### config.mk
export PLATFORM = sky130hd
export DESIGN_NAME = ascii_command_frame_parser
export DESIGN_NICKNAME = d
export VERILOG_FILES = /design/src/rtl/acfp_pkg.sv /design/src/rtl/ascii_command_frame_parser.sv
export VERILOG_INCLUDE_DIRS = /design/src /design/src/rtl
export SDC_FILE = /design/constraint.sdc
export NUM_CORES = 1
export LEC_CHECK = 0
export BUFFER_PORTS_ARGS = -buffer_cell sky130_fd_sc_hd__buf_2
export CAP_MARGIN = 20
export CORE_ASPECT_RATIO = 0.75
export CORE_UTILIZATION = 50
export DETAILED_ROUTE_END_ITERATION = 16
export PLACE_DENSITY = 0.69
export SYNTH_ARGS = -nofsm -noshare
export SYNTH_HDL_FRONTEND = slang
export SYNTH_SLANG_ARGS = --single-unit
export TNS_END_PERCENT = 1
### constraint.sdc
create_clock -name clk -period 4.2 [get_ports clk]
set_input_delay 0.42 -clock clk [delete_from_list [all_inputs] [get_ports clk]]
set_output_delay 0.42 -clock clk [all_outputs]
set_load 0.01 [all_outputs]
### src/rtl/ascii_command_frame_parser_defines.svh
// Assertion macros shared by the frame parser RTL.
// Needs a clock named clk and an active-low reset named rst_n in scope.
`ifndef ASCII_COMMAND_FRAME_PARSER_DEFINES_SVH
`define ASCII_COMMAND_FRAME_PARSER_DEFINES_SVH

// Same-cycle implication, disabled while in reset
`define ACFP_ASSERT_NOW(label, ante, cons, msg) \
  label: assert property (@(posedge clk) disable iff (!rst_n) (ante) |-> (cons)) \
    else $error(msg);

// Next-cycle implication, disabled while in reset
`define ACFP_ASSERT_NEXT(label, ante, cons, msg) \
  label: assert property (@(posedge clk) disable iff (!rst_n) (ante) |=> (cons)) \
    else $error(msg);

`endif

### src/rtl/acfp_pkg.sv
// Shared types, character codes and the command table of the frame parser.
// No dependencies.
`timescale 1ns / 1ps

package acfp_pkg;

  typedef logic [7:0] byte_t;
  typedef logic [2:0] status_t;
  typedef logic [4:0] cmd_id_t;
  typedef logic [2:0] kind_t;
  typedef logic [5:0] digit_t;

  localparam int CFG_IDX_W = 2;
  typedef logic [CFG_IDX_W-1:0] cfg_idx_t;

  // Configuration register indexes
  localparam cfg_idx_t REG_ADDR_FIRST  = 2'd0;
  localparam cfg_idx_t REG_ADDR_SECOND = 2'd1;

  localparam digit_t ADDR_FIRST_RST  = 6'd48;
  localparam digit_t ADDR_SECOND_RST = 6'd49;

  // Status codes
  localparam status_t ST_OK        = 3'd0;
  localparam status_t ST_INCOMPL   = 3'd1;
  localparam status_t ST_ADDR_MISS = 3'd2;
  localparam status_t ST_NOT_FOUND = 3'd3;
  localparam status_t ST_BAD_ARG   = 3'd4;

  // Argument kinds
  localparam kind_t KIND_NONE = 3'h1;
  localparam kind_t KIND_NUM  = 3'h2;
  localparam kind_t KIND_ANY  = 3'h4;

  // Character codes
  localparam byte_t CHAR_CR   = 8'h0D;
  localparam byte_t CHAR_0    = 8'h30;
  localparam byte_t CHAR_9    = 8'h39;
  localparam byte_t CHAR_DASH = 8'h2D;
  localparam byte_t CHAR_UP_S = 8'h53;
  localparam byte_t CHAR_LO_S = 8'h73;
  localparam byte_t CHAR_LO_A = 8'h61;
  localparam byte_t CHAR_LO_Z = 8'h7A;
  localparam byte_t CASE_FOLD = 8'd32;

  localparam int TEXT_W = 112;
  typedef logic [TEXT_W-1:0] text_t;

  // Command names, right aligned: first letter in the highest used byte
  function automatic text_t rom_text(input cmd_id_t idx);
    text_t t;
    case (idx)
      5'd0:    t = TEXT_W'("ADDR");
      5'd1:    t = TEXT_W'("B");
      5'd2:    t = TEXT_W'("BAUD");
      5'd3:    t = TEXT_W'("BO");
      5'd4:    t = TEXT_W'("BS");
      5'd5:    t = TEXT_W'("CONF");
      5'd6:    t = TEXT_W'("D");
      5'd7:    t = TEXT_W'("FLASH");
      5'd8:    t = TEXT_W'("INT");
      5'd9:    t = TEXT_W'("O");
      5'd10:   t = TEXT_W'("PT");
      5'd11:   t = TEXT_W'("RST");
      5'd12:   t = TEXT_W'("RST/C");
      5'd13:   t = TEXT_W'("S");
      5'd14:   t = TEXT_W'("WRITE");
      5'd15:   t = TEXT_W'("RESETTOFACTORY");
      default: t = '0;
    endcase
    return t;
  endfunction

  function automatic byte_t rom_len(input cmd_id_t idx);
    byte_t n;
    case (idx)
      5'd0, 5'd2, 5'd5:           n = 8'd4;
      5'd1, 5'd6, 5'd9, 5'd13:    n = 8'd1;
      5'd3, 5'd4, 5'd10:          n = 8'd2;
      5'd7, 5'd12, 5'd14:         n = 8'd5;
      5'd8, 5'd11:                n = 8'd3;
      5'd15:                      n = 8'd14;
      default:                    n = 8'd0;
    endcase
    return n;
  endfunction

  function automatic kind_t rom_kind(input cmd_id_t idx);
    kind_t k;
    case (idx)
      5'd6:                       k = KIND_ANY;
      5'd11, 5'd12, 5'd14, 5'd15: k = KIND_NONE;
      5'd0, 5'd1, 5'd2, 5'd3, 5'd4, 5'd5, 5'd7, 5'd8, 5'd9, 5'd10, 5'd13:
                                  k = KIND_NUM;
      default:                    k = '0;
    endcase
    return k;
  endfunction

  // Letter of a name at a position; meaningful only below the name length
  function automatic byte_t rom_char(input cmd_id_t idx, input logic [5:0] pos);
    text_t t;
    byte_t n;
    n = rom_len(idx);
    t = rom_text(idx) >> {3'b000, (n - 8'd1 - {2'b00, pos}), 3'b000};
    return t[7:0];
  endfunction

  // Argument kind of a command id (ids count from one, zero means none)
  function automatic kind_t cmd_kind(input cmd_id_t id);
    kind_t k;
    if (id == '0) begin
      k = '0;
    end else begin
      k = rom_kind(id - 5'd1);
    end
    return k;
  endfunction

endpackage

### src/rtl/ascii_command_frame_parser.sv
// ASCII command frame parser: top level with parser, argument store and result drain.
// Depends on acfp_pkg and ascii_command_frame_parser_defines.svh.
//
//  channel | direction | handshake          | payload
//  --------+-----------+--------------------+-------------------------------------------
//  in      | sink      | in_valid/in_stall  | in_rx_byte
//  out     | source    | out_valid/out_stall| out_status, out_command_id, out_arg_char,
//          |           |                    | out_arg_valid, out_last
//  cfg     | sink      | cfg_valid/cfg_ready| cfg_index, cfg_wdata
//
// One received byte per cycle outside a drain, each settled in the cycle it is taken.
// A frame end queues one status beat plus one beat per stored argument byte; in_stall
// stays high while they drain from the argument RAM, one per cycle unless stalled.
// The status beat goes straight to the output register when that register is free.
// Reset (synchronous, rst_n low) returns the parser to idle, empties the output
// and loads the address digits '0' and '1'; the argument RAM is not cleared.
// out_stall only holds the output register; input is refused solely during a drain.
`timescale 1ns / 1ps
`include "ascii_command_frame_parser_defines.svh"

module ascii_command_frame_parser #(
  parameter int NUM_COMMANDS = 16,
  parameter int NAME_MAX     = 16,
  parameter int ARG_MAX      = 32
) (
  input  logic                   clk,
  input  logic                   rst_n,
  // received characters
  input  logic                   in_valid,
  output logic                   in_stall,
  input  logic [7:0]             in_rx_byte,
  // results
  output logic                   out_valid,
  input  logic                   out_stall,
  output logic [2:0]             out_status,
  output logic [4:0]             out_command_id,
  output logic [7:0]             out_arg_char,
  output logic                   out_arg_valid,
  output logic                   out_last,
  // configuration writes
  input  logic                   cfg_valid,
  output logic                   cfg_ready,
  input  acfp_pkg::cfg_idx_t     cfg_index,
  input  acfp_pkg::digit_t       cfg_wdata
);

  localparam int AW  = (ARG_MAX > 1) ? $clog2(ARG_MAX) : 1;
  localparam int CW  = $clog2(ARG_MAX + 1);
  localparam int NPW = $clog2(NAME_MAX + 1);
  localparam logic [CW-1:0]           ARG_LIM  = CW'(ARG_MAX);
  localparam logic [NPW-1:0]          NAME_LIM = NPW'(NAME_MAX);
  localparam logic [NUM_COMMANDS-1:0] ALL_CMDS = '1;

  // Frame phases
  localparam logic [1:0] PH_IDLE = 2'd0;
  localparam logic [1:0] PH_ADDR = 2'd1;
  localparam logic [1:0] PH_NAME = 2'd2;
  localparam logic [1:0] PH_ARG  = 2'd3;

  // Restart watch steps
  localparam logic [1:0] RW_NONE  = 2'd0;
  localparam logic [1:0] RW_START = 2'd1;
  localparam logic [1:0] RW_FIRST = 2'd2;

  // Parser state
  logic [1:0]              phase_r, phase_nxt;
  logic                    addr_cnt_r, addr_cnt_nxt;
  logic [NUM_COMMANDS-1:0] match_r, match_nxt;
  logic [NPW-1:0]          name_pos_r, name_pos_nxt;
  acfp_pkg::cmd_id_t       cur_cmd_r, cur_cmd_nxt;
  logic [CW-1:0]           arg_cnt_r, arg_cnt_nxt;
  logic [1:0]              watch_r, watch_nxt;
  acfp_pkg::digit_t        addr_first_r, addr_second_r;

  // Argument RAM
  acfp_pkg::byte_t         arg_mem [ARG_MAX];
  acfp_pkg::byte_t         rd_data_r;
  logic [AW-1:0]           rd_addr;
  logic                    st_we;

  // Drain sequencer
  logic                    drain_active_r, drain_active_nxt;
  logic                    stat_pend_r, stat_pend_nxt;
  logic [CW-1:0]           drain_idx_r, drain_idx_nxt;
  logic [CW-1:0]           drain_cnt_r, drain_cnt_nxt;
  acfp_pkg::status_t       drain_status_r, drain_status_nxt;
  acfp_pkg::cmd_id_t       drain_cmd_r, drain_cmd_nxt;

  // Output register
  logic                    out_valid_r, out_valid_nxt;
  acfp_pkg::status_t       out_status_r, out_status_nxt;
  acfp_pkg::cmd_id_t       out_cmd_r, out_cmd_nxt;
  acfp_pkg::byte_t         out_char_r, out_char_nxt;
  logic                    out_argv_r, out_argv_nxt;
  logic                    out_last_r, out_last_nxt;

  // Byte decode
  logic                    in_fire;
  logic                    load_ok;
  acfp_pkg::byte_t         rx_fold;
  logic                    is_start, is_term;
  logic                    live_zero;
  acfp_pkg::digit_t        want;
  logic                    fin;
  acfp_pkg::status_t       fin_status;
  logic                    clr;
  logic [1:0]              clr_phase;
  logic                    restart;
  logic                    do_store;

  // Name table compare
  logic [NUM_COMMANDS-1:0] hit;
  acfp_pkg::cmd_id_t       cc;
  logic                    cc_found;

  assign in_fire  = in_valid && !in_stall;
  assign in_stall = drain_active_r;
  assign load_ok  = !out_valid_r || !out_stall;
  assign cfg_ready = 1'b1;

  assign is_start = (in_rx_byte == acfp_pkg::CHAR_UP_S) || (in_rx_byte == acfp_pkg::CHAR_LO_S);
  assign is_term  = in_rx_byte inside {[acfp_pkg::CHAR_0:acfp_pkg::CHAR_9], acfp_pkg::CHAR_DASH};
  assign live_zero = (name_pos_r != '0) && (match_r == '0);
  assign want = addr_cnt_r ? addr_second_r : addr_first_r;

  // Fold lower-case name letters
  always_comb begin
    rx_fold = in_rx_byte;
    if (in_rx_byte inside {[acfp_pkg::CHAR_LO_A:acfp_pkg::CHAR_LO_Z]}) begin
      rx_fold = in_rx_byte - acfp_pkg::CASE_FOLD;
    end
  end

  // Compare the folded letter against every live table entry at this position
  always_comb begin
    hit      = '0;
    cc       = '0;
    cc_found = 1'b0;
    if (name_pos_r < NAME_LIM) begin
      for (int i = 0; i < NUM_COMMANDS; i++) begin
        if (((name_pos_r == '0) ? ALL_CMDS[i] : match_r[i]) &&
            ({2'b00, 6'(name_pos_r)} < acfp_pkg::rom_len(5'(i))) &&
            (acfp_pkg::rom_char(5'(i), 6'(name_pos_r)) == rx_fold)) begin
          hit[i] = 1'b1;
          if (!cc_found && (acfp_pkg::rom_len(5'(i)) == 8'(name_pos_r) + 8'd1)) begin
            cc       = 5'(i + 1);
            cc_found = 1'b1;
          end
        end
      end
    end
  end

  // Parse one accepted byte
  always_comb begin
    phase_nxt    = phase_r;
    addr_cnt_nxt = addr_cnt_r;
    match_nxt    = match_r;
    name_pos_nxt = name_pos_r;
    cur_cmd_nxt  = cur_cmd_r;
    arg_cnt_nxt  = arg_cnt_r;
    watch_nxt    = watch_r;
    fin          = 1'b0;
    fin_status   = acfp_pkg::ST_OK;
    clr          = 1'b0;
    clr_phase    = PH_IDLE;
    restart      = 1'b0;
    do_store     = 1'b0;
    if (in_fire) begin
      if (in_rx_byte == acfp_pkg::CHAR_CR) begin
        case (phase_r)
          PH_IDLE: begin
          end
          PH_ADDR: begin
            fin        = 1'b1;
            fin_status = acfp_pkg::ST_INCOMPL;
          end
          PH_NAME: begin
            fin = 1'b1;
            if (cur_cmd_r != '0) begin
              fin_status = acfp_pkg::ST_OK;
            end else begin
              fin_status = live_zero ? acfp_pkg::ST_NOT_FOUND : acfp_pkg::ST_INCOMPL;
            end
          end
          default: begin
            fin        = 1'b1;
            fin_status = acfp_pkg::ST_OK;
          end
        endcase
      end else if (phase_r == PH_IDLE) begin
        if (is_start) begin
          clr       = 1'b1;
          clr_phase = PH_ADDR;
        end
      end else if (phase_r == PH_ADDR) begin
        if (is_start) begin
          clr       = 1'b1;
          clr_phase = PH_ADDR;
        end else if (in_rx_byte != {2'b00, want}) begin
          fin        = 1'b1;
          fin_status = acfp_pkg::ST_ADDR_MISS;
        end else if (!addr_cnt_r) begin
          addr_cnt_nxt = 1'b1;
        end else begin
          clr       = 1'b1;
          clr_phase = PH_NAME;
        end
      end else begin
        // watch for an in-frame restart sequence
        if (is_start) begin
          watch_nxt = RW_START;
        end else if (watch_r == RW_START && in_rx_byte == {2'b00, addr_first_r}) begin
          watch_nxt = RW_FIRST;
        end else if (watch_r == RW_FIRST && in_rx_byte == {2'b00, addr_second_r}) begin
          restart = 1'b1;
        end else begin
          watch_nxt = RW_NONE;
        end

        if (restart) begin
          clr       = 1'b1;
          clr_phase = PH_NAME;
        end else if (phase_r == PH_NAME) begin
          if (is_term) begin
            if (cur_cmd_r == '0) begin
              fin        = 1'b1;
              fin_status = live_zero ? acfp_pkg::ST_NOT_FOUND : acfp_pkg::ST_INCOMPL;
            end else if (acfp_pkg::cmd_kind(cur_cmd_r) == acfp_pkg::KIND_NONE) begin
              fin        = 1'b1;
              fin_status = acfp_pkg::ST_OK;
            end else begin
              phase_nxt = PH_ARG;
              do_store  = 1'b1;
            end
          end else begin
            match_nxt   = hit;
            cur_cmd_nxt = cc;
            if (name_pos_r < NAME_LIM) begin
              name_pos_nxt = name_pos_r + 1'b1;
            end
            if (cc != '0 && acfp_pkg::cmd_kind(cc) == acfp_pkg::KIND_ANY) begin
              phase_nxt = PH_ARG;
            end
          end
        end else begin
          if (acfp_pkg::cmd_kind(cur_cmd_r) == acfp_pkg::KIND_NUM && !is_term) begin
            fin        = 1'b1;
            fin_status = acfp_pkg::ST_BAD_ARG;
          end else begin
            do_store = 1'b1;
          end
        end
      end
    end

    // append an argument byte, drop it once the store is full
    st_we = 1'b0;
    if (do_store && arg_cnt_r < ARG_LIM) begin
      st_we       = 1'b1;
      arg_cnt_nxt = arg_cnt_r + 1'b1;
    end

    // frame end, new start, address match or restart: clear the frame
    if (fin) begin
      clr       = 1'b1;
      clr_phase = PH_IDLE;
    end
    if (clr) begin
      phase_nxt    = clr_phase;
      addr_cnt_nxt = 1'b0;
      match_nxt    = '0;
      name_pos_nxt = '0;
      cur_cmd_nxt  = '0;
      arg_cnt_nxt  = '0;
      watch_nxt    = RW_NONE;
    end
  end

  // Drain: status beat first, then one beat per stored argument byte
  always_comb begin
    drain_active_nxt = drain_active_r;
    stat_pend_nxt    = stat_pend_r;
    drain_idx_nxt    = drain_idx_r;
    drain_cnt_nxt    = drain_cnt_r;
    drain_status_nxt = drain_status_r;
    drain_cmd_nxt    = drain_cmd_r;
    out_valid_nxt    = out_valid_r && out_stall;
    out_status_nxt   = out_status_r;
    out_cmd_nxt      = out_cmd_r;
    out_char_nxt     = out_char_r;
    out_argv_nxt     = out_argv_r;
    out_last_nxt     = out_last_r;
    if (drain_active_r) begin
      if (load_ok) begin
        out_valid_nxt  = 1'b1;
        out_status_nxt = drain_status_r;
        out_cmd_nxt    = drain_cmd_r;
        if (stat_pend_r) begin
          out_char_nxt  = '0;
          out_argv_nxt  = 1'b0;
          out_last_nxt  = (drain_cnt_r == '0);
          stat_pend_nxt = 1'b0;
          if (drain_cnt_r == '0) begin
            drain_active_nxt = 1'b0;
          end
        end else begin
          out_char_nxt = rd_data_r;
          out_argv_nxt = 1'b1;
          out_last_nxt = (drain_idx_r + 1'b1 == drain_cnt_r);
          if (drain_idx_r + 1'b1 == drain_cnt_r) begin
            drain_active_nxt = 1'b0;
            drain_idx_nxt    = '0;
          end else begin
            drain_idx_nxt = drain_idx_r + 1'b1;
          end
        end
      end
    end else if (fin) begin
      drain_status_nxt = fin_status;
      drain_cmd_nxt    = cur_cmd_r;
      drain_cnt_nxt    = arg_cnt_r;
      drain_idx_nxt    = '0;
      if (load_ok) begin
        out_valid_nxt    = 1'b1;
        out_status_nxt   = fin_status;
        out_cmd_nxt      = cur_cmd_r;
        out_char_nxt     = '0;
        out_argv_nxt     = 1'b0;
        out_last_nxt     = (arg_cnt_r == '0);
        drain_active_nxt = (arg_cnt_r != '0);
        stat_pend_nxt    = 1'b0;
      end else begin
        drain_active_nxt = 1'b1;
        stat_pend_nxt    = 1'b1;
      end
    end
  end

  // Read ahead the byte the next argument beat needs
  assign rd_addr = drain_idx_nxt[AW-1:0];

  // Argument RAM: one write port, one registered read port
  always_ff @(posedge clk) begin
    if (st_we) begin
      arg_mem[arg_cnt_r[AW-1:0]] <= in_rx_byte;
    end
    rd_data_r <= arg_mem[rd_addr];
  end

  // Control and configuration registers
  always_ff @(posedge clk) begin
    if (!rst_n) begin
      phase_r        <= PH_IDLE;
      addr_cnt_r     <= 1'b0;
      match_r        <= '0;
      name_pos_r     <= '0;
      cur_cmd_r      <= '0;
      arg_cnt_r      <= '0;
      watch_r        <= RW_NONE;
      drain_active_r <= 1'b0;
      stat_pend_r    <= 1'b0;
      drain_idx_r    <= '0;
      out_valid_r    <= 1'b0;
      addr_first_r   <= acfp_pkg::ADDR_FIRST_RST;
      addr_second_r  <= acfp_pkg::ADDR_SECOND_RST;
    end else begin
      phase_r        <= phase_nxt;
      addr_cnt_r     <= addr_cnt_nxt;
      match_r        <= match_nxt;
      name_pos_r     <= name_pos_nxt;
      cur_cmd_r      <= cur_cmd_nxt;
      arg_cnt_r      <= arg_cnt_nxt;
      watch_r        <= watch_nxt;
      drain_active_r <= drain_active_nxt;
      stat_pend_r    <= stat_pend_nxt;
      drain_idx_r    <= drain_idx_nxt;
      out_valid_r    <= out_valid_nxt;
      if (cfg_valid && cfg_ready && cfg_index == acfp_pkg::REG_ADDR_FIRST) begin
        addr_first_r <= cfg_wdata;
      end
      if (cfg_valid && cfg_ready && cfg_index == acfp_pkg::REG_ADDR_SECOND) begin
        addr_second_r <= cfg_wdata;
      end
    end
  end

  // Payload registers
  always_ff @(posedge clk) begin
    drain_cnt_r    <= drain_cnt_nxt;
    drain_status_r <= drain_status_nxt;
    drain_cmd_r    <= drain_cmd_nxt;
    out_status_r   <= out_status_nxt;
    out_cmd_r      <= out_cmd_nxt;
    out_char_r     <= out_char_nxt;
    out_argv_r     <= out_argv_nxt;
    out_last_r     <= out_last_nxt;
  end

  assign out_valid      = out_valid_r;
  assign out_status     = out_status_r;
  assign out_command_id = out_cmd_r;
  assign out_arg_char   = out_char_r;
  assign out_arg_valid  = out_argv_r;
  assign out_last       = out_last_r;

  // Checks
  `ACFP_ASSERT_NEXT(a_fin_clears, in_fire && fin, phase_r == PH_IDLE && arg_cnt_r == '0, "frame end did not clear the frame")
  `ACFP_ASSERT_NOW(a_drain_idx, drain_active_r && !stat_pend_r, drain_idx_r < drain_cnt_r, "drain index ran past the argument count")
  `ACFP_ASSERT_NOW(a_arg_cnt, 1'b1, arg_cnt_r <= ARG_LIM, "argument count beyond store size")
  `ACFP_ASSERT_NOW(a_last_ends, drain_active_r && load_ok && out_last_nxt, !drain_active_nxt, "drain outlived its last beat")
  `ACFP_ASSERT_NOW(a_cmd_phase, cur_cmd_r != '0, phase_r == PH_NAME || phase_r == PH_ARG, "command held outside name or argument phase")

endmodule
==> results of run 1 <==
final cells by class:
type | count | share of cell area (%)
multi-input cells | 1052 | 35.10
inverters | 30 | 0.5703
diodes | 3 | 0.03802
flip-flops and latches | 354 | 50.49
clock buffers | 56 | 5.507
well taps | 450 | 2.852
repair buffers | 134 | 4.968
clock inverters | 12 | 0.4753
placed cells by master, fill, tap and decap left out, types with 7 or more instances in the layout:
master,Yosys,layout
nand2b_1,13,13
nand3_1,19,19
and3_1,8,8
nor2_1,130,130
clkbuf_8,0,9
a211oi_1,94,92
xor2_1,23,23
edfxtp_1,288,288
nand4_1,11,11
buf_2,36,40
mux2_2,7,7
dfxtp_1,66,66
nand3b_1,8,8
and2_0,51,51
clkbuf_1,40,10
a22oi_1,11,11
mux2i_1,59,58
o21ai_0,41,41
xnor2_1,32,32
nor3_1,29,28
a31oi_1,52,52
and2_1,24,24
nor4_1,21,21
ha_1,27,27
buf_4,5,88
inv_1,27,27
clkbuf_16,0,37
o21a_1,8,8
a21oi_1,34,33
o22ai_1,18,18
nor2b_1,25,25
nand2_1,163,163
worst paths after layout:
kind,startpoint,to,slack [ns],cells after the start
max,drain_idx_r[0]$_SDFF_PN0_,rd_data_r[1]$_DFF_P_,0.22,12
min,cfg_wdata[5],addr_second_r[5]$_SDFFE_PN1P_,0.14,3
max reg2reg,drain_idx_r[0]$_SDFF_PN0_,rd_data_r[1]$_DFF_P_,0.22,12
min reg2reg,watch_r[0]$_SDFFE_PP0P_,watch_r[0]$_SDFFE_PP0P_,0.49,2
through the flow:
step | hold slack, ns | std cells | util [%]
floorplan | 0.4064 | 1533 | -
global placement | 0.4618 | 2020 | 54.71
detailed placement | 0.4706 | 2020 | 54.71
CTS | 0.1207 | 2088 | 58.20
global route | 0.1389 | 2089 | 58.25
finish | 0.1358 | 2091 | 58.26
worst max-delay path, stage by stage (launching register included):
cell and delay, ns:
dfxtp_1 0.48, ha_1 0.29, nor2b_1 0.23, a211oi_1 0.11, o31ai_1 0.37, a41oi_1 0.33
a22o_4 0.44, buf_12 0.22, and2_0 0.23, a211oi_1 0.24, a211oi_1 0.09, a211oi_1 0.56
nor4_1 0.15
flip-flops by register name (all words and copies together) (netlist names), 3 cells and up:
name and flops:
addr_first_r 6, addr_second_r 6, arg_cnt_r 6, arg_mem 256
cur_cmd_r 5, drain_cmd_r 5, drain_cnt_r 6, drain_idx_r 6
drain_status_r 3, match_r 16, name_pos_r 5, out_arg_char 8
out_command_id 5, out_status 3, rd_data_r 8
layer usage:
metal,share of wire (%),track usage (%),vias to the layer above
met5,0.019,0,-
met2,41,37.33,584
met4,1.6,5.986,2
met1,46,41.49,6304
li1,-,-,5920
met3,11,7.691,56
kinds of logic after synthesis:
group / count (synthesis)
AND/OR/NAND/NOR: 554
flip-flops: 354
AO/OA/AOI/OAI: 349
buffers and inverters: 127
multiplexers: 66
XOR/XNOR: 55
adder cells (fa/ha/maj): 27
other: 1
power by group through the flow:
stage	Clock [mW]	Combinational (mW)	Sequential (mW)
finish	3.15	0.233	3.79
global route	3.34	0.249	3.79
CTS	3.21	0.229	3.79
detailed placement	0	0.229	3.86
global placement	0	0.225	3.86
floorplan	0	0.117	3.86
==> impl_results.md, run 1 <==
* Number of I/O pins at 42
* Syn_nets at 1581
* Reg power frac at 52.8%
* MaxCap Viol Count at 0
* Vias in the first global route at 11660
* Pre-CTS setup slack at 0.1961 ns
* Synth area leader: edfxtp_1
* Crit end category: flip-flop
* Yosys reg bits at 354
* Min cycle time layout at 3.983 ns
* Mean cell area of the mapped netlist at 11.36 um2
* Area share of the largest cell type after synthesis at 49.66%
* NumNets Final at 1657
* Pleak at 6.893 nW
* # H-tree levels at 2
* Top area cells in the synthesized netlist: edfxtp_1, dfxtp_1, a211oi_1
* Pin count of the biggest net entering global routing at 72
* Initial antenna violation count at 5
* Slew HR at 43.39%
* Area taken by multi-input logic gates at 0.006930 mm2
* Mux cell area share after synthesis at 3.844%
* Worst EP arrival at 4.37 ns
* Hold crit path type: in2reg
* DRC Markers at 0
* Critical Path Start Type: flip-flop
* Final setup violation count at 0
* Final worst slack at 0.2167 ns
* Post-synth cell types at 94
* Final-layout fill cell count at 2791
* Fin area at 0.01975 mm2
* Peak VDD IR at 0.2794 mV
* Clock transition at path regs at 0.06 ns
* Power Density at 363.3 mW/mm2
* Net Sw Frac at 21.15%
* Seq/Total Area, Yosys at 57.25%
* Clock share of power at 43.9%
* Via/cell ratio at 6.153
* Die Height at 163.6 um
* CTS tree: built
* DRT iter0 DRCs at 1300
* Clk Latency, worst-skew pair at 0.54 ns
* Clk buf depth at 3
* GRT Util Overall at 27.05%
* Adder-cell share of the synthesized area at 1.940%
* Total gr overflow at 0
* Die width at 217.5 um
* Routed wire length at 47870 um
* Post-synth EDFFs at 288
* Post-Synthesis Cells at 1533
* Top-count cell post-synth: edfxtp_1
* Post-synthesis simple-gate area fraction at 16.34%
* Compound-Gate Fraction of Synth Area at 14.57%
* First-pass GRT wire length at 72270 um
* Switching power at 1.518 mW
* Int Power at 5.657 mW
* Total Power at 7.174 mW
* Fin crit share at 94.84%
* Final setup TNS at 0 ns
* Crit path required time at 4.58 ns
* Status: completed
* Ys async rst share at 0%
* Combinational share of power at 3.3%
* Syn-to-layout area delta at 13.38%
* Final Max Slew Viols at 0
* Count of final hold-check violations at 0
* First drt pass iteration count at 8
* Placed Area at 0.01854 mm2
* Via count at 12870
* XOR/XNOR share of the synthesized area at 2.766%
* Syn Std Cell Area at 0.01742 mm2
* RSZ-0062 raised after global routing: no
* Hold Buf Count CTS at 0
* Row Count at 58
* Total CTS buffers at 37
* Detail Route Antenna Nets at 0
* Setup bufs post-CTS at 0
* FF+latch area at 0.009970 mm2
* Avg WL per Cell at 22.89 um
* Gates resized, CTS repair at 0
* Worst Path Class, Setup: reg2reg
* Count of synthesis-stage warnings from yosys at 0
* Synth cell count leaders: edfxtp_1, nand2_1, nor2_1
* Starting Density at 51.39%
* Critical-path maximum fanout at 71
* Max Fclk at 251.1 MHz
* Die area at 0.03559 mm2
* Slew @ Worst Pin at 0.8454 ns
* Root Buffer: clkbuf_16
* PortBufs at 40
* Worst clock skew at 0.02445 ns
* Predominant post-synthesis flop cell: edfxtp_1
* Layout cells sized above 1 at 14.71%
* Final RePlAce weighted congestion at 0.9565
* Clock tree sinks at 354
* Detailed placement HPWL at 33240 um
* Largest family of logic cells by synthesized area: simple AND/OR/NAND/NOR gates
* Core Region at 0.03389 mm2
Note: power is estimated with default switching activity, not from simulation.
==> run 2, diff against run 1 <==
--- a/config.mk
+++ b/config.mk
@@ -11,7 +11,7 @@
 export CORE_ASPECT_RATIO = 0.75
 export CORE_UTILIZATION = 50
 export DETAILED_ROUTE_END_ITERATION = 16
-export PLACE_DENSITY = 0.69
+export PLACE_DENSITY = 0.66
 export SYNTH_ARGS = -nofsm -noshare
 export SYNTH_HDL_FRONTEND = slang
 export SYNTH_SLANG_ARGS = --single-unit
==> constraint.sdc (replaced) <==
create_clock -name clk -period 5 [get_ports clk]
set_input_delay 0.5 -clock clk [delete_from_list [all_inputs] [get_ports clk]]
set_output_delay 0.5 -clock clk [all_outputs]
set_load 0.01 [all_outputs]
==> run 2 against run 1 <==
Compared with the run above:
- flip-flop and latch count unchanged
- utilization down 0.84 points
- worst hold slack better by 0.081 ns
- power down 14%
- via count down 1.6%
- sequential power down 16%
- fmax down 4.3%
- non-clock buffer count down 37
- worst setup slack better by 0.62 ns
- clock power down 12%
- clock-buffer cell count down 9
- register-to-register slack better by 0.62 ns
==> impl_results.md, run 2 (same netlist as run 1, synthesis figures left out) <==
* Pin count of the biggest net entering global routing at 103
* Max FFs per register at 256
* Status: completed
* Reg power frac at 51.7%
* NumNets Final at 1619
* Most common cell after layout, fill and taps aside: edfxtp_1
* First-pass GRT wire length at 73040 um
* Setup bufs post-CTS at 0
* Final Max Slew Viols at 0
* Slew HR at 34.55%
* Int Power at 4.856 mW
* CTS tree: built
* Worst Path Class, Setup: reg2reg
* Total CTS buffers at 36
* Hold crit path type: in2reg
* Layout cells sized above 1 at 12.51%
* Row Count at 58
* FF+latch area at 0.009970 mm2
* Worst r2r src: name_pos_r[2]$_SDFFE_PP0P_
* Peak VDD IR at 0.2705 mV
* Vias in the first global route at 11770
* Die area at 0.03559 mm2
* Root Buffer: clkbuf_16
* Via count at 12660
* MaxCap Viol Count at 0
* Hold WS at 0.2170 ns
* Routed wire length at 47550 um
* Max Fclk at 240.1 MHz
* Critical-path maximum fanout at 10
* Met3 WL at 4784 um
* Worst EP arrival at 4.61 ns
* Starting Density at 51.39%
* Core Region at 0.03389 mm2
* Syn-to-layout area delta at 11.75%
* Uppermost layer routed: met4
* Die Height at 163.6 um
* Final RePlAce weighted congestion at 0.9087
* Dpl cells at 1983
* Min cycle time layout at 4.164 ns
* # H-tree levels at 2
* Initial antenna violation count at 4
* Clock share of power at 45.2%
* Launch point of the worst path: name_pos_r[2]$_SDFFE_PP0P_
* PortBufs at 40
* Most frequent cells in the layout: edfxtp_1, nand2_1, nor2_1
* Total gr overflow at 0
* Via/cell ratio at 6.176
* Met2 wire len at 19490 um
* Slew @ Worst Pin at 0.9782 ns
* Crit end category: flip-flop
* Clock tree sinks at 354
* GRT Util Overall at 27.18%
* Fin crit share at 83.29%
* Gates resized, CTS repair at 0
* Final setup TNS at 0 ns
* Detailed placement HPWL at 31780 um
* Count of final hold-check violations at 0
* RSZ-0062 raised after global routing: no
* Layout Cells excl Fill at 2050
* Detail Route Antenna Nets at 0
* Worst clock skew at 0.01502 ns
* Clock transition at path regs at 0.07 ns
* First drt pass iteration count at 5
* Hold Buf Count CTS at 0
* Final setup violation count at 0
* Die width at 217.5 um
* Post-layout util at 57.42%
* Clk buf depth at 3
* Critical Path Start Type: flip-flop
* Power Density at 316.4 mW/mm2
* DRC Markers at 0
* Combinational share of power at 3.1%
* Final-layout fill cell count at 2791
* Wire length on met1 at 22520 um
* Avg WL per Cell at 23.20 um
* Area taken by multi-input logic gates at 0.006912 mm2
* Crit path required time at 5.44 ns
* Number of I/O pins at 42
* DRT iter0 DRCs at 1639
* Clk Latency, worst-skew pair at 0.53 ns
* Net Sw Frac at 21.14%
* Switching power at 1.301 mW
* Hold_sp: cfg_wdata[5]
* Pleak at 6.707 nW
==> run 2: cell types whose count changed in the layout (fill, tap and decap cells not counted), sizes merged <==
cell | previous run | this run
bufinv | 0 | 4
diode | 3 | 1
buf | 134 | 97
clkinv | 11 | 12
clkbuf | 56 | 47
inv | 29 | 30
clkinvlp | 2 | 3
==> run 2: power by group through the flow <==
stage / Clock [mW] / Combinational (mW) / Sequential, mW
2_1_floorplan: 0 / 0.0978 / 3.25
3_3_place_gp: 0 / 0.185 / 3.25
3_5_place_dp: 0 / 0.187 / 3.25
4_1_cts: 2.81 / 0.187 / 3.18
5_1_grt: 2.93 / 0.205 / 3.18
6_report: 2.78 / 0.190 / 3.18
==> run 2: area by class of cell <==
class	instances	area share, %
Multi-Input combinational cell	1052	35.51
Inverter	30	0.5786
Clock buffer	47	5.105
Sequential cell	354	51.23
Antenna cell	1	0.01286
Clock inverter	19	1.119
Timing Repair Buffer	97	3.549
Tap cell	450	2.893
==> run 2: metrics by stage <==
| step | worst slack [ns] | total power, mW | area [um2] |
|---|---|---|---|
| 4_1_cts | 0.9348 | 6.183 | 19460 |
| 6_report | 0.8357 | 6.157 | 19460 |
| 3_3_place_gp | 0.7050 | 3.431 | 18250 |
| 3_5_place_dp | 0.6264 | 3.433 | 18250 |
| 2_1_floorplan | 0.6511 | 3.344 | 17420 |
| 5_1_grt | 0.6088 | 6.313 | 19460 |
==> run 2: final timing paths <==
path	endpoint	slack, ns	depth (start not counted)
max	cur_cmd_r[2]$_SDFFE_PP0P_	0.84	14
min	addr_first_r[5]$_SDFFE_PN1P_	0.22	3
max reg2reg	cur_cmd_r[2]$_SDFFE_PP0P_	0.84	14
min reg2reg	watch_r[1]$_SDFFE_PP0P_	0.48	2
==> run 2: critical path: stages, from the launching register on <==
cell and delay (ns):
dfxtp_1 0.31, inv_1 0.16, ha_1 0.29, ha_1 0.43
a21oi_1 0.16, a2111oi_4 0.54, nand3_1 0.26, or4_4 0.48
a2111oi_4 0.38, o2111ai_1 0.28, o21ai_0 0.20, a311oi_1 0.13
nor2b_4 0.17, nor2_1 0.07, a211oi_1 0.20
==> run 2: routing by layer <==
metal / vias to the layer above / track usage [%]
met2: 569 / 37.06
met4: 0 / 6.178
li1: 5829 / -
met1: 6190 / 42.77
met3: 73 / 6.574
met5: - / 0
